===== config.mk =====
export PLATFORM = sky130hd
export DESIGN_NAME = filament_motion_monitor
export DESIGN_NICKNAME = d
export VERILOG_FILES = /design/src/rtl/fmm_pkg.sv /design/src/rtl/filament_motion_monitor.sv /design/src/rtl/fmm_ctrl.sv /design/src/rtl/fmm_dp.sv
export VERILOG_INCLUDE_DIRS = /design/src /design/src/rtl
export SDC_FILE = /design/constraint.sdc
export NUM_CORES = 2
export LEC_CHECK = 0
export ABC_AREA = 1
export BUFFER_PORTS_ARGS = -buffer_cell sky130_fd_sc_hd__buf_2
export CAP_MARGIN = 40
export CORE_MARGIN = 2
export CORE_UTILIZATION = 30
export CTS_CLUSTER_DIAMETER = 200
export DETAILED_ROUTE_END_ITERATION = 10
export GPL_ROUTABILITY_DRIVEN = 0
export HOLD_SLACK_MARGIN = 0.03
export PLACE_DENSITY = 0.53
export SETUP_SLACK_MARGIN = 0.05
export SYNTH_ARGS = -nofsm -noshare
export SYNTH_HDL_FRONTEND = slang
export SYNTH_HIERARCHICAL = 1
export SYNTH_SLANG_ARGS = --single-unit

===== constraint.sdc =====
create_clock -name clk -period 13.86 [get_ports clk]
set_input_delay 0.693 -clock clk [delete_from_list [all_inputs] [get_ports clk]]
set_output_delay 0.693 -clock clk [all_outputs]
set_load 0.01 [all_outputs]

===== src/rtl/filament_motion_monitor_assert.svh =====
// Assertion macros shared by the filament motion monitor RTL
`ifndef FILAMENT_MOTION_MONITOR_ASSERT_SVH
`define FILAMENT_MOTION_MONITOR_ASSERT_SVH

// Same-cycle implication, checked on clk outside reset
`define FMM_ASSERT_NOW(lbl, ante, cons, msg) \
  lbl: assert property (@(posedge clk) disable iff (!rst_n) (ante) |-> (cons)) \
    else $error(msg);

// Next-cycle implication, checked on clk outside reset
`define FMM_ASSERT_NEXT(lbl, ante, cons, msg) \
  lbl: assert property (@(posedge clk) disable iff (!rst_n) (ante) |=> (cons)) \
    else $error(msg);

`endif


===== src/rtl/fmm_pkg.sv =====
// Types and constants shared by the filament motion monitor modules
`default_nettype none

package fmm_pkg;

  localparam int unsigned DATA_IN_W  = 128;
  localparam int unsigned DATA_OUT_W = 8;
  localparam int unsigned CFG_ADDR_W = 3;
  localparam int unsigned CFG_DATA_W = 32;
  localparam int unsigned CNT_W      = 5;   // 32 multiply steps, one per elapsed bit

  localparam logic [16:0] TIME_SCALE = 17'd100000;
  localparam logic [7:0]  SLOW_MAX   = 8'd255;

  // Configuration register indexes
  localparam logic [CFG_ADDR_W-1:0] REG_DETECT_ENABLE     = 3'd0;
  localparam logic [CFG_ADDR_W-1:0] REG_STEPS_PER_MM      = 3'd1;
  localparam logic [CFG_ADDR_W-1:0] REG_ALARM_DISTANCE    = 3'd2;
  localparam logic [CFG_ADDR_W-1:0] REG_STOP_DISTANCE     = 3'd3;
  localparam logic [CFG_ADDR_W-1:0] REG_START_DISTANCE    = 3'd4;
  localparam logic [CFG_ADDR_W-1:0] REG_SLOW_GAP_LIMIT    = 3'd5;
  localparam logic [CFG_ADDR_W-1:0] REG_FILE_START_OFFSET = 3'd6;
  localparam logic [CFG_ADDR_W-1:0] REG_BLOCK_LIMIT       = 3'd7;

  typedef enum logic [2:0] {
    ST_IDLE,
    ST_PREP,
    ST_SCALE,
    ST_MUL,
    ST_COMMIT
  } fmm_state_t;

  typedef struct packed {
    logic load;
    logic prep;
    logic scale;
    logic mul_step;
    logic commit;
  } fmm_cmd_t;

  typedef struct packed {
    logic needs_anchor;
    logic mul_last;
  } fmm_status_t;

endpackage

`default_nettype wire


===== src/rtl/filament_motion_monitor.sv =====
// Top level of the filament motion monitor
//
//   Channel  Direction  Content
//   in_      slave      one poll or clear word per item
//   out_     master     beeper, break and block flags, one word per item
//   cfg_     write      detection registers, index 0 to 7
//
// A poll that re-anchors runs from acceptance through a product step, a scale
// step, 32 shift-add steps that test elapsed time against the feed-rate bound,
// and a commit step before its result is valid; the next word is taken after
// the commit. Clear items and other polls skip the scale and shift-add steps.
// Reset is synchronous (rst_n low); it restores register defaults and state.
// A held result stalls the commit; no new word is taken while it waits.
`default_nettype none

`include "filament_motion_monitor_assert.svh"

module filament_motion_monitor
  import fmm_pkg::*;
(
  input  wire logic                  clk,
  input  wire logic                  rst_n,
  input  wire logic                  cfg_we,
  input  wire logic [CFG_ADDR_W-1:0] cfg_addr,
  input  wire logic [CFG_DATA_W-1:0] cfg_wdata,
  input  wire logic                  in_tvalid,
  output logic                       in_tready,
  // sensor_level, extruder_position, now_ms, feed_mm_per_s, feed_percent,
  // file_offset, printing_active, extruder_moving, zero fill
  input  wire logic [DATA_IN_W-1:0]  in_tdata,
  // clear
  input  wire logic                  in_tuser,
  output logic                       out_tvalid,
  input  wire logic                  out_tready,
  // beeper_on, filament_break, filament_blocked, zero fill
  output logic [DATA_OUT_W-1:0]      out_tdata
);

  fmm_cmd_t    cmd;
  fmm_status_t status;

  fmm_ctrl u_ctrl (
    .clk        (clk),
    .rst_n      (rst_n),
    .in_tvalid  (in_tvalid),
    .in_tready  (in_tready),
    .out_tvalid (out_tvalid),
    .out_tready (out_tready),
    .status     (status),
    .cmd        (cmd)
  );

  fmm_dp u_dp (
    .clk       (clk),
    .rst_n     (rst_n),
    .cfg_we    (cfg_we),
    .cfg_addr  (cfg_addr),
    .cfg_wdata (cfg_wdata),
    .in_tdata  (in_tdata),
    .in_tuser  (in_tuser),
    .cmd       (cmd),
    .status    (status),
    .out_tdata (out_tdata)
  );

  `FMM_ASSERT_NEXT(a_busy_after_accept, in_tvalid && in_tready, !in_tready, "item taken while busy")
  `FMM_ASSERT_NOW(a_commit_slot_free, cmd.commit, !(out_tvalid && !out_tready), "result overwritten")
  `FMM_ASSERT_NOW(a_valid_from_commit, $rose(out_tvalid), $past(cmd.commit), "result without commit")

endmodule

`default_nettype wire


===== src/rtl/fmm_ctrl.sv =====
// Sequencer for the filament motion monitor: handshakes and step commands
`default_nettype none

module fmm_ctrl
  import fmm_pkg::*;
(
  input  wire logic        clk,
  input  wire logic        rst_n,
  input  wire logic        in_tvalid,
  output logic             in_tready,
  output logic             out_tvalid,
  input  wire logic        out_tready,
  input  wire fmm_status_t status,
  output fmm_cmd_t         cmd
);

  fmm_state_t state_r, state_nxt;
  logic       out_tvalid_r, out_tvalid_nxt;
  logic       out_busy;

  assign out_busy = out_tvalid_r && !out_tready;

  always_comb begin
    state_nxt = state_r;
    unique case (state_r)
      ST_IDLE:   if (in_tvalid) state_nxt = ST_PREP;
      ST_PREP:   state_nxt = status.needs_anchor ? ST_SCALE : ST_COMMIT;
      ST_SCALE:  state_nxt = ST_MUL;
      ST_MUL:    if (status.mul_last) state_nxt = ST_COMMIT;
      ST_COMMIT: if (!out_busy) state_nxt = ST_IDLE;
      default:   state_nxt = ST_IDLE;
    endcase
  end

  always_comb begin
    cmd       = '0;
    in_tready = 1'b0;
    unique case (state_r)
      ST_IDLE: begin
        in_tready = 1'b1;
        cmd.load  = in_tvalid;
      end
      ST_PREP:   cmd.prep     = 1'b1;
      ST_SCALE:  cmd.scale    = 1'b1;
      ST_MUL:    cmd.mul_step = 1'b1;
      ST_COMMIT: cmd.commit   = !out_busy;
      default: begin
        cmd       = '0;
        in_tready = 1'b0;
      end
    endcase
  end

  // hold the result word until taken
  always_comb begin
    out_tvalid_nxt = out_tvalid_r;
    if (out_tready) out_tvalid_nxt = 1'b0;
    if (cmd.commit) out_tvalid_nxt = 1'b1;
  end

  always_ff @(posedge clk) begin
    if (!rst_n) begin
      state_r      <= ST_IDLE;
      out_tvalid_r <= 1'b0;
    end else begin
      state_r      <= state_nxt;
      out_tvalid_r <= out_tvalid_nxt;
    end
  end

  assign out_tvalid = out_tvalid_r;

endmodule

`default_nettype wire


===== src/rtl/fmm_dp.sv =====
// Datapath of the filament motion monitor: registers, state and slow-toggle test
`default_nettype none

module fmm_dp
  import fmm_pkg::*;
(
  input  wire logic                  clk,
  input  wire logic                  rst_n,
  input  wire logic                  cfg_we,
  input  wire logic [CFG_ADDR_W-1:0] cfg_addr,
  input  wire logic [CFG_DATA_W-1:0] cfg_wdata,
  input  wire logic [DATA_IN_W-1:0]  in_tdata,
  input  wire logic                  in_tuser,
  input  wire fmm_cmd_t              cmd,
  output fmm_status_t                status,
  output logic [DATA_OUT_W-1:0]      out_tdata
);

  // configuration
  logic        en_r;
  logic [15:0] steps_r;
  logic [30:0] alarm_r, stop_r, start_r;
  logic [31:0] gap_lim_r, fso_r;
  logic [7:0]  blk_lim_r;

  // latched item
  logic        clear_r, level_r, printing_r, moving_r;
  logic [31:0] pos_r, now_r, offset_r;
  logic [15:0] feed_r;
  logic [9:0]  pct_r;

  // detector state
  logic        prev_level_r, prev_level_nxt;
  logic [31:0] anchor_pos_r, anchor_pos_nxt;
  logic [31:0] anchor_time_r, anchor_time_nxt;
  logic [7:0]  slow_cnt_r, slow_cnt_nxt;
  logic [31:0] dist_r, dist_nxt;
  logic        beeper_r, beeper_nxt;

  // slow test arithmetic
  logic [31:0]      d1_r;
  logic [48:0]      num_r;
  logic [31:0]      elapsed_r;
  logic [41:0]      div_r;
  logic [73:0]      acc_r;
  logic [CNT_W-1:0] cnt_r;

  logic        beeper_o_r, broken_o_r, blocked_o_r;

  logic        pass, needs_anchor, slow;
  logic [31:0] anchor_eff, gap;
  logic        alarm_hit, stop_hit, blocked_nxt;

  always_ff @(posedge clk) begin
    if (!rst_n) begin
      en_r      <= 1'b0;
      steps_r   <= 16'd400;
      alarm_r   <= 31'd6400;
      stop_r    <= 31'd8800;
      start_r   <= 31'd25600;
      gap_lim_r <= 32'd2400;
      fso_r     <= 32'd512;
      blk_lim_r <= 8'd15;
    end else if (cfg_we) begin
      unique case (cfg_addr)
        REG_DETECT_ENABLE:     en_r      <= cfg_wdata[0];
        REG_STEPS_PER_MM:      steps_r   <= cfg_wdata[15:0];
        REG_ALARM_DISTANCE:    alarm_r   <= cfg_wdata[30:0];
        REG_STOP_DISTANCE:     stop_r    <= cfg_wdata[30:0];
        REG_START_DISTANCE:    start_r   <= cfg_wdata[30:0];
        REG_SLOW_GAP_LIMIT:    gap_lim_r <= cfg_wdata;
        REG_FILE_START_OFFSET: fso_r     <= cfg_wdata;
        REG_BLOCK_LIMIT:       blk_lim_r <= cfg_wdata[7:0];
        default:               en_r      <= en_r;
      endcase
    end
  end

  always_ff @(posedge clk) begin
    if (cmd.load) begin
      clear_r    <= in_tuser;
      level_r    <= in_tdata[0];
      pos_r      <= in_tdata[32:1];
      now_r      <= in_tdata[64:33];
      feed_r     <= in_tdata[80:65];
      pct_r      <= in_tdata[90:81];
      offset_r   <= in_tdata[122:91];
      printing_r <= in_tdata[123];
      moving_r   <= in_tdata[124];
    end
  end

  assign pass = en_r && (offset_r >= fso_r) && !pos_r[31] && (pos_r >= {1'b0, start_r});
  // a poll at position zero empties the anchor first
  assign anchor_eff   = (pos_r == 32'd0) ? 32'd0 : anchor_pos_r;
  assign needs_anchor = !clear_r && pass &&
                        ((prev_level_r ^ level_r) || (anchor_eff == 32'd0));
  assign gap = pos_r - anchor_eff;

  // elapsed > floor(N/D)  <=>  elapsed*D > N, for nonzero D
  assign slow = (gap > gap_lim_r) && (div_r != 42'd0) && (acc_r > {25'd0, num_r});

  always_ff @(posedge clk) begin
    if (cmd.prep) begin
      d1_r      <= {16'd0, steps_r} * {16'd0, feed_r};
      num_r     <= 49'(gap) * 49'(TIME_SCALE);
      elapsed_r <= now_r - anchor_time_r;
    end
    if (cmd.scale) begin
      div_r <= 42'(d1_r) * 42'(pct_r);
      acc_r <= '0;
      cnt_r <= '0;
    end
    // shift-add, elapsed MSB first
    if (cmd.mul_step) begin
      acc_r     <= {acc_r[72:0], 1'b0} + (elapsed_r[31] ? 74'(div_r) : 74'd0);
      elapsed_r <= {elapsed_r[30:0], 1'b0};
      cnt_r     <= cnt_r + CNT_W'(1);
    end
  end

  always_comb begin
    prev_level_nxt  = prev_level_r;
    anchor_pos_nxt  = anchor_pos_r;
    anchor_time_nxt = anchor_time_r;
    slow_cnt_nxt    = slow_cnt_r;
    dist_nxt        = dist_r;
    beeper_nxt      = beeper_r;
    alarm_hit       = 1'b0;
    stop_hit        = 1'b0;
    if (clear_r) begin
      anchor_pos_nxt  = 32'd0;
      slow_cnt_nxt    = 8'd0;
      dist_nxt        = 32'd0;
      beeper_nxt      = 1'b0;
      anchor_time_nxt = now_r;
    end else if (pass) begin
      prev_level_nxt = level_r;
      anchor_pos_nxt = anchor_eff;
      if (needs_anchor) begin
        if (slow) begin
          if (slow_cnt_r != SLOW_MAX) slow_cnt_nxt = slow_cnt_r + 8'd1;
        end else begin
          slow_cnt_nxt = 8'd0;
        end
        anchor_time_nxt = now_r;
        anchor_pos_nxt  = pos_r;
      end
      dist_nxt = pos_r - anchor_pos_nxt;
    end
    if (en_r && moving_r && (anchor_pos_nxt != 32'd0) && (pos_r != 32'd0)) begin
      alarm_hit = $signed(dist_nxt) >= $signed({1'b0, alarm_r});
      stop_hit  = $signed(dist_nxt) >= $signed({1'b0, stop_r});
    end
    if (!clear_r && pass && printing_r) beeper_nxt = alarm_hit;
  end

  assign blocked_nxt = en_r && (slow_cnt_nxt > blk_lim_r);

  always_ff @(posedge clk) begin
    if (!rst_n) begin
      prev_level_r  <= 1'b0;
      anchor_pos_r  <= 32'd0;
      anchor_time_r <= 32'd0;
      slow_cnt_r    <= 8'd0;
      dist_r        <= 32'd0;
      beeper_r      <= 1'b0;
    end else if (cmd.commit) begin
      prev_level_r  <= prev_level_nxt;
      anchor_pos_r  <= anchor_pos_nxt;
      anchor_time_r <= anchor_time_nxt;
      slow_cnt_r    <= slow_cnt_nxt;
      dist_r        <= dist_nxt;
      beeper_r      <= beeper_nxt;
    end
  end

  always_ff @(posedge clk) begin
    if (cmd.commit) begin
      beeper_o_r  <= beeper_nxt;
      broken_o_r  <= stop_hit;
      blocked_o_r <= blocked_nxt;
    end
  end

  assign status.needs_anchor = needs_anchor;
  assign status.mul_last     = (cnt_r == {CNT_W{1'b1}});
  assign out_tdata = {5'd0, blocked_o_r, broken_o_r, beeper_o_r};

endmodule

`default_nettype wire

==> flow_summary_export.csv <==
group,metric,value,unit
route,routed_via_density,4.77,
floorplanning,dieArea,208000,um2
setup_path,crit_path_max_incr_delay,530,ps
clock_tree,root_buffer,"clkbuf_16",
synth,netlist_area,61300,um2
min_path,min_path_type,"input pin to register",
setup_path,path_class,"register to register",
placement,dp_hpwl,133000,um
layout,layout_commonest_cell,"inv_1",
route,wl_per_cell,16.7,um
timing,worst_pin_slew,957,ps
run,cap_violations,0,
status,status,"finished, final reports clean",
layout,largestRegisters,"u_dp/acc_r: 74 flops, u_dp/num_r: 44 flops, u_dp/div_r: 42 flops",
synth,ys_types,64,
synth,postSynthCellCount,7474,
grt,antenna_found_initial,18,
layout,syn_to_final_growth,10.2,%
timing,min_period_over_period,65.7,%
clock_tree,postCtsHoldBufs,0,
synth,synth.largest_area_cell,"fa_1",
route,routed_wl,171000,um
setup_path,crit_slowest_cell,"edfxtp_1",
setup_path,critPathLaunchType,"register",
route,antenna_left,0,
floorplanning,initial_core_util,30.3,%
route,first_iter_violations,3089,
grt,grt_first_pass_wirelength,274000,um
timing,slew_headroom,36.1,%
synth,ys_seq_elements,650,
layout,largest_reg_flops,74,
synth,synthAdderAreaFrac,31.9,%
synth,synth_edf_count,357,
setup_path,reg2reg_slack,4760,ps
timing,max_freq,110,MHz
floorplanning,num_rows,165,
placement,portBuffers,170,
synth,synth_top_family_by_area,"adder cells",
timing,period_needed,9100,ps
synth,postSynthAreaPerCell,8.20,um2
clock_tree,htree_levels,3,
grt,grt_max_degree,123,
layout,mostFrequentLayoutCells,"inv_1, nand2_1, ha_1",
clock_tree,worstSkewPairLatency,730,ps
floorplanning,io_pins,179,
synth,async_flop_share,0,%
floorplanning,die_width,456,um
synth,synth_top_area_share,17.8,%
clock_tree,cts_sinks,650,
route,drcViolationCount,0,
synth,seq_area_frac_synth,27.1,%
clock_tree,clockBufferDepth,3,
setup_path,worst_path_most_repeated_cell,"nand2_1",
timing,finClkSkew,47.8,ps
timing,drv_slew,0,
setup_path,end_kind,"register",
clock_tree,cts_setup_buffers,0,
clock_tree,cts_resized,0,
setup_path,arrival,9550,ps
setup_path,required,14310,ps
grt,grt_pass1_vias,49187,
grt,overflow,0,
setup_path,worstPathMaxFanout,6,
synth,ys_warn_count,6,
synth,synth_xor_xnor_area_share,2.39,%
floorplanning,coreArea,203000,um2
route,via_count,48939,
floorplanning,die_y,456,um
synth,synth-simple-area-share,14.6,%
synth,synth_mux_area_share,0,%
timing,hold_violations,0,
synth,synthTopCellsByArea,"fa_1, edfxtp_1, ha_1",
timing,fin_tns_setup,0,ps
layout,drive_gt1_share,4.99,%
grt,grt_usage,16.4,%
layout,nets,8919,
timing,setup_viol,0,
synth,synth-main-ff-cell,"edfxtp_1",
clock_tree,cts.clk_slew.worst_paths,60,ps
timing,rsz0062_at_grt,"no",
clock_tree,cts_buffers,82,
route,firstDrtPassIters,6,
clock_tree,cts_tree,"built",
layout,largest_register,"u_dp/acc_r",
synth,synth-compound-area-share,12.8,%
worst max-delay path, delay by kind of cell (launching register included):
kind | cells | cell delay, ps
fa+ha+maj | 8 | 3200
compound gates | 11 | 2140
simple gates | 15 | 1550
buf+inv | 6 | 790
xor+xnor | 2 | 640
flops | 1 | 530
synthesized netlist by cell type, drive strengths merged (2+ instances only):
master,n
a211oi,10
a21boi,14
a21o,21
a21oi,659
a221oi,4
a22o,3
a22oi,6
a31oi,66
a32oi,5
a41oi,2
and2,5
buf,44
clkbuf,222
clkinv,5
dfxtp,293
edfxtp,357
fa,544
ha,692
inv,1531
nand2,1467
nand3,183
nand3b,10
nand4,68
nor2,376
nor3,53
nor4,36
o2111ai,5
o211ai,57
o21a,47
o21ai,447
o21bai,10
o221ai,13
o22ai,17
o31ai,13
o41ai,9
or2,5
xnor2,59
xor2,108
final timing paths:
path / cells past startpoint / to / from
max: 42 / u_dp/num_r[45] / u_dp/pos_r[30]
min: 1 / u_dp/offset_r[27] / in_tdata[118]
max reg2reg: 42 / u_dp/num_r[45] / u_dp/pos_r[30]
min reg2reg: 2 / u_dp/fso_r[18] / u_dp/fso_r[18]
cell type report:
type | instances | area, um2
Antenna cell | 4 | 10.0
Clock buffer | 116 | 2280
Multi-Input combinational cell | 5026 | 37900
Sequential cell | 650 | 16600
Timing Repair Buffer | 218 | 1310
Inverter | 1536 | 5770
Clock inverter | 32 | 388
Fill cell | 21041 | 135000
Tap cell | 2672 | 3340
per-layer routing:
layer | track usage [%] | wire length [um] | vias to the layer above
met5 | 0 | 0 | -
met4 | 4.06 | 3610 | 0
met1 | 22.2 | 79300 | 23558
met3 | 1.94 | 7510 | 200
li1 | - | - | 24109
met2 | 27.7 | 80900 | 1072
kinds of logic after synthesis:
| kind of cell | Yosys count |
|---|---|
| buffers and inverters | 1802 |
| and+or+nand+nor | 2204 |
| other | 1 |
| AOI/OAI and AO/OA | 1414 |
| xor gates and xnor gates | 167 |
| adders and majority gates | 1236 |
| DFF | 650 |
stage by stage:
stage	worst slack (ps)	util, %	std cells	hold WS [ps]	area [um2]
2_1_floorplan	3900	-	7478	435	61300
3_3_place_gp	4720	32.0	10093	445	64700
3_5_place_dp	4690	32.0	10102	453	64900
4_1_cts	4700	33.3	10250	72.9	67500
5_1_grt	4060	33.4	10252	94.7	67500
6_report	4760	33.4	10254	137	67600
Power is not shown: default switching activity piles up to over one toggle a cycle in this logic, so the estimate is an artifact.
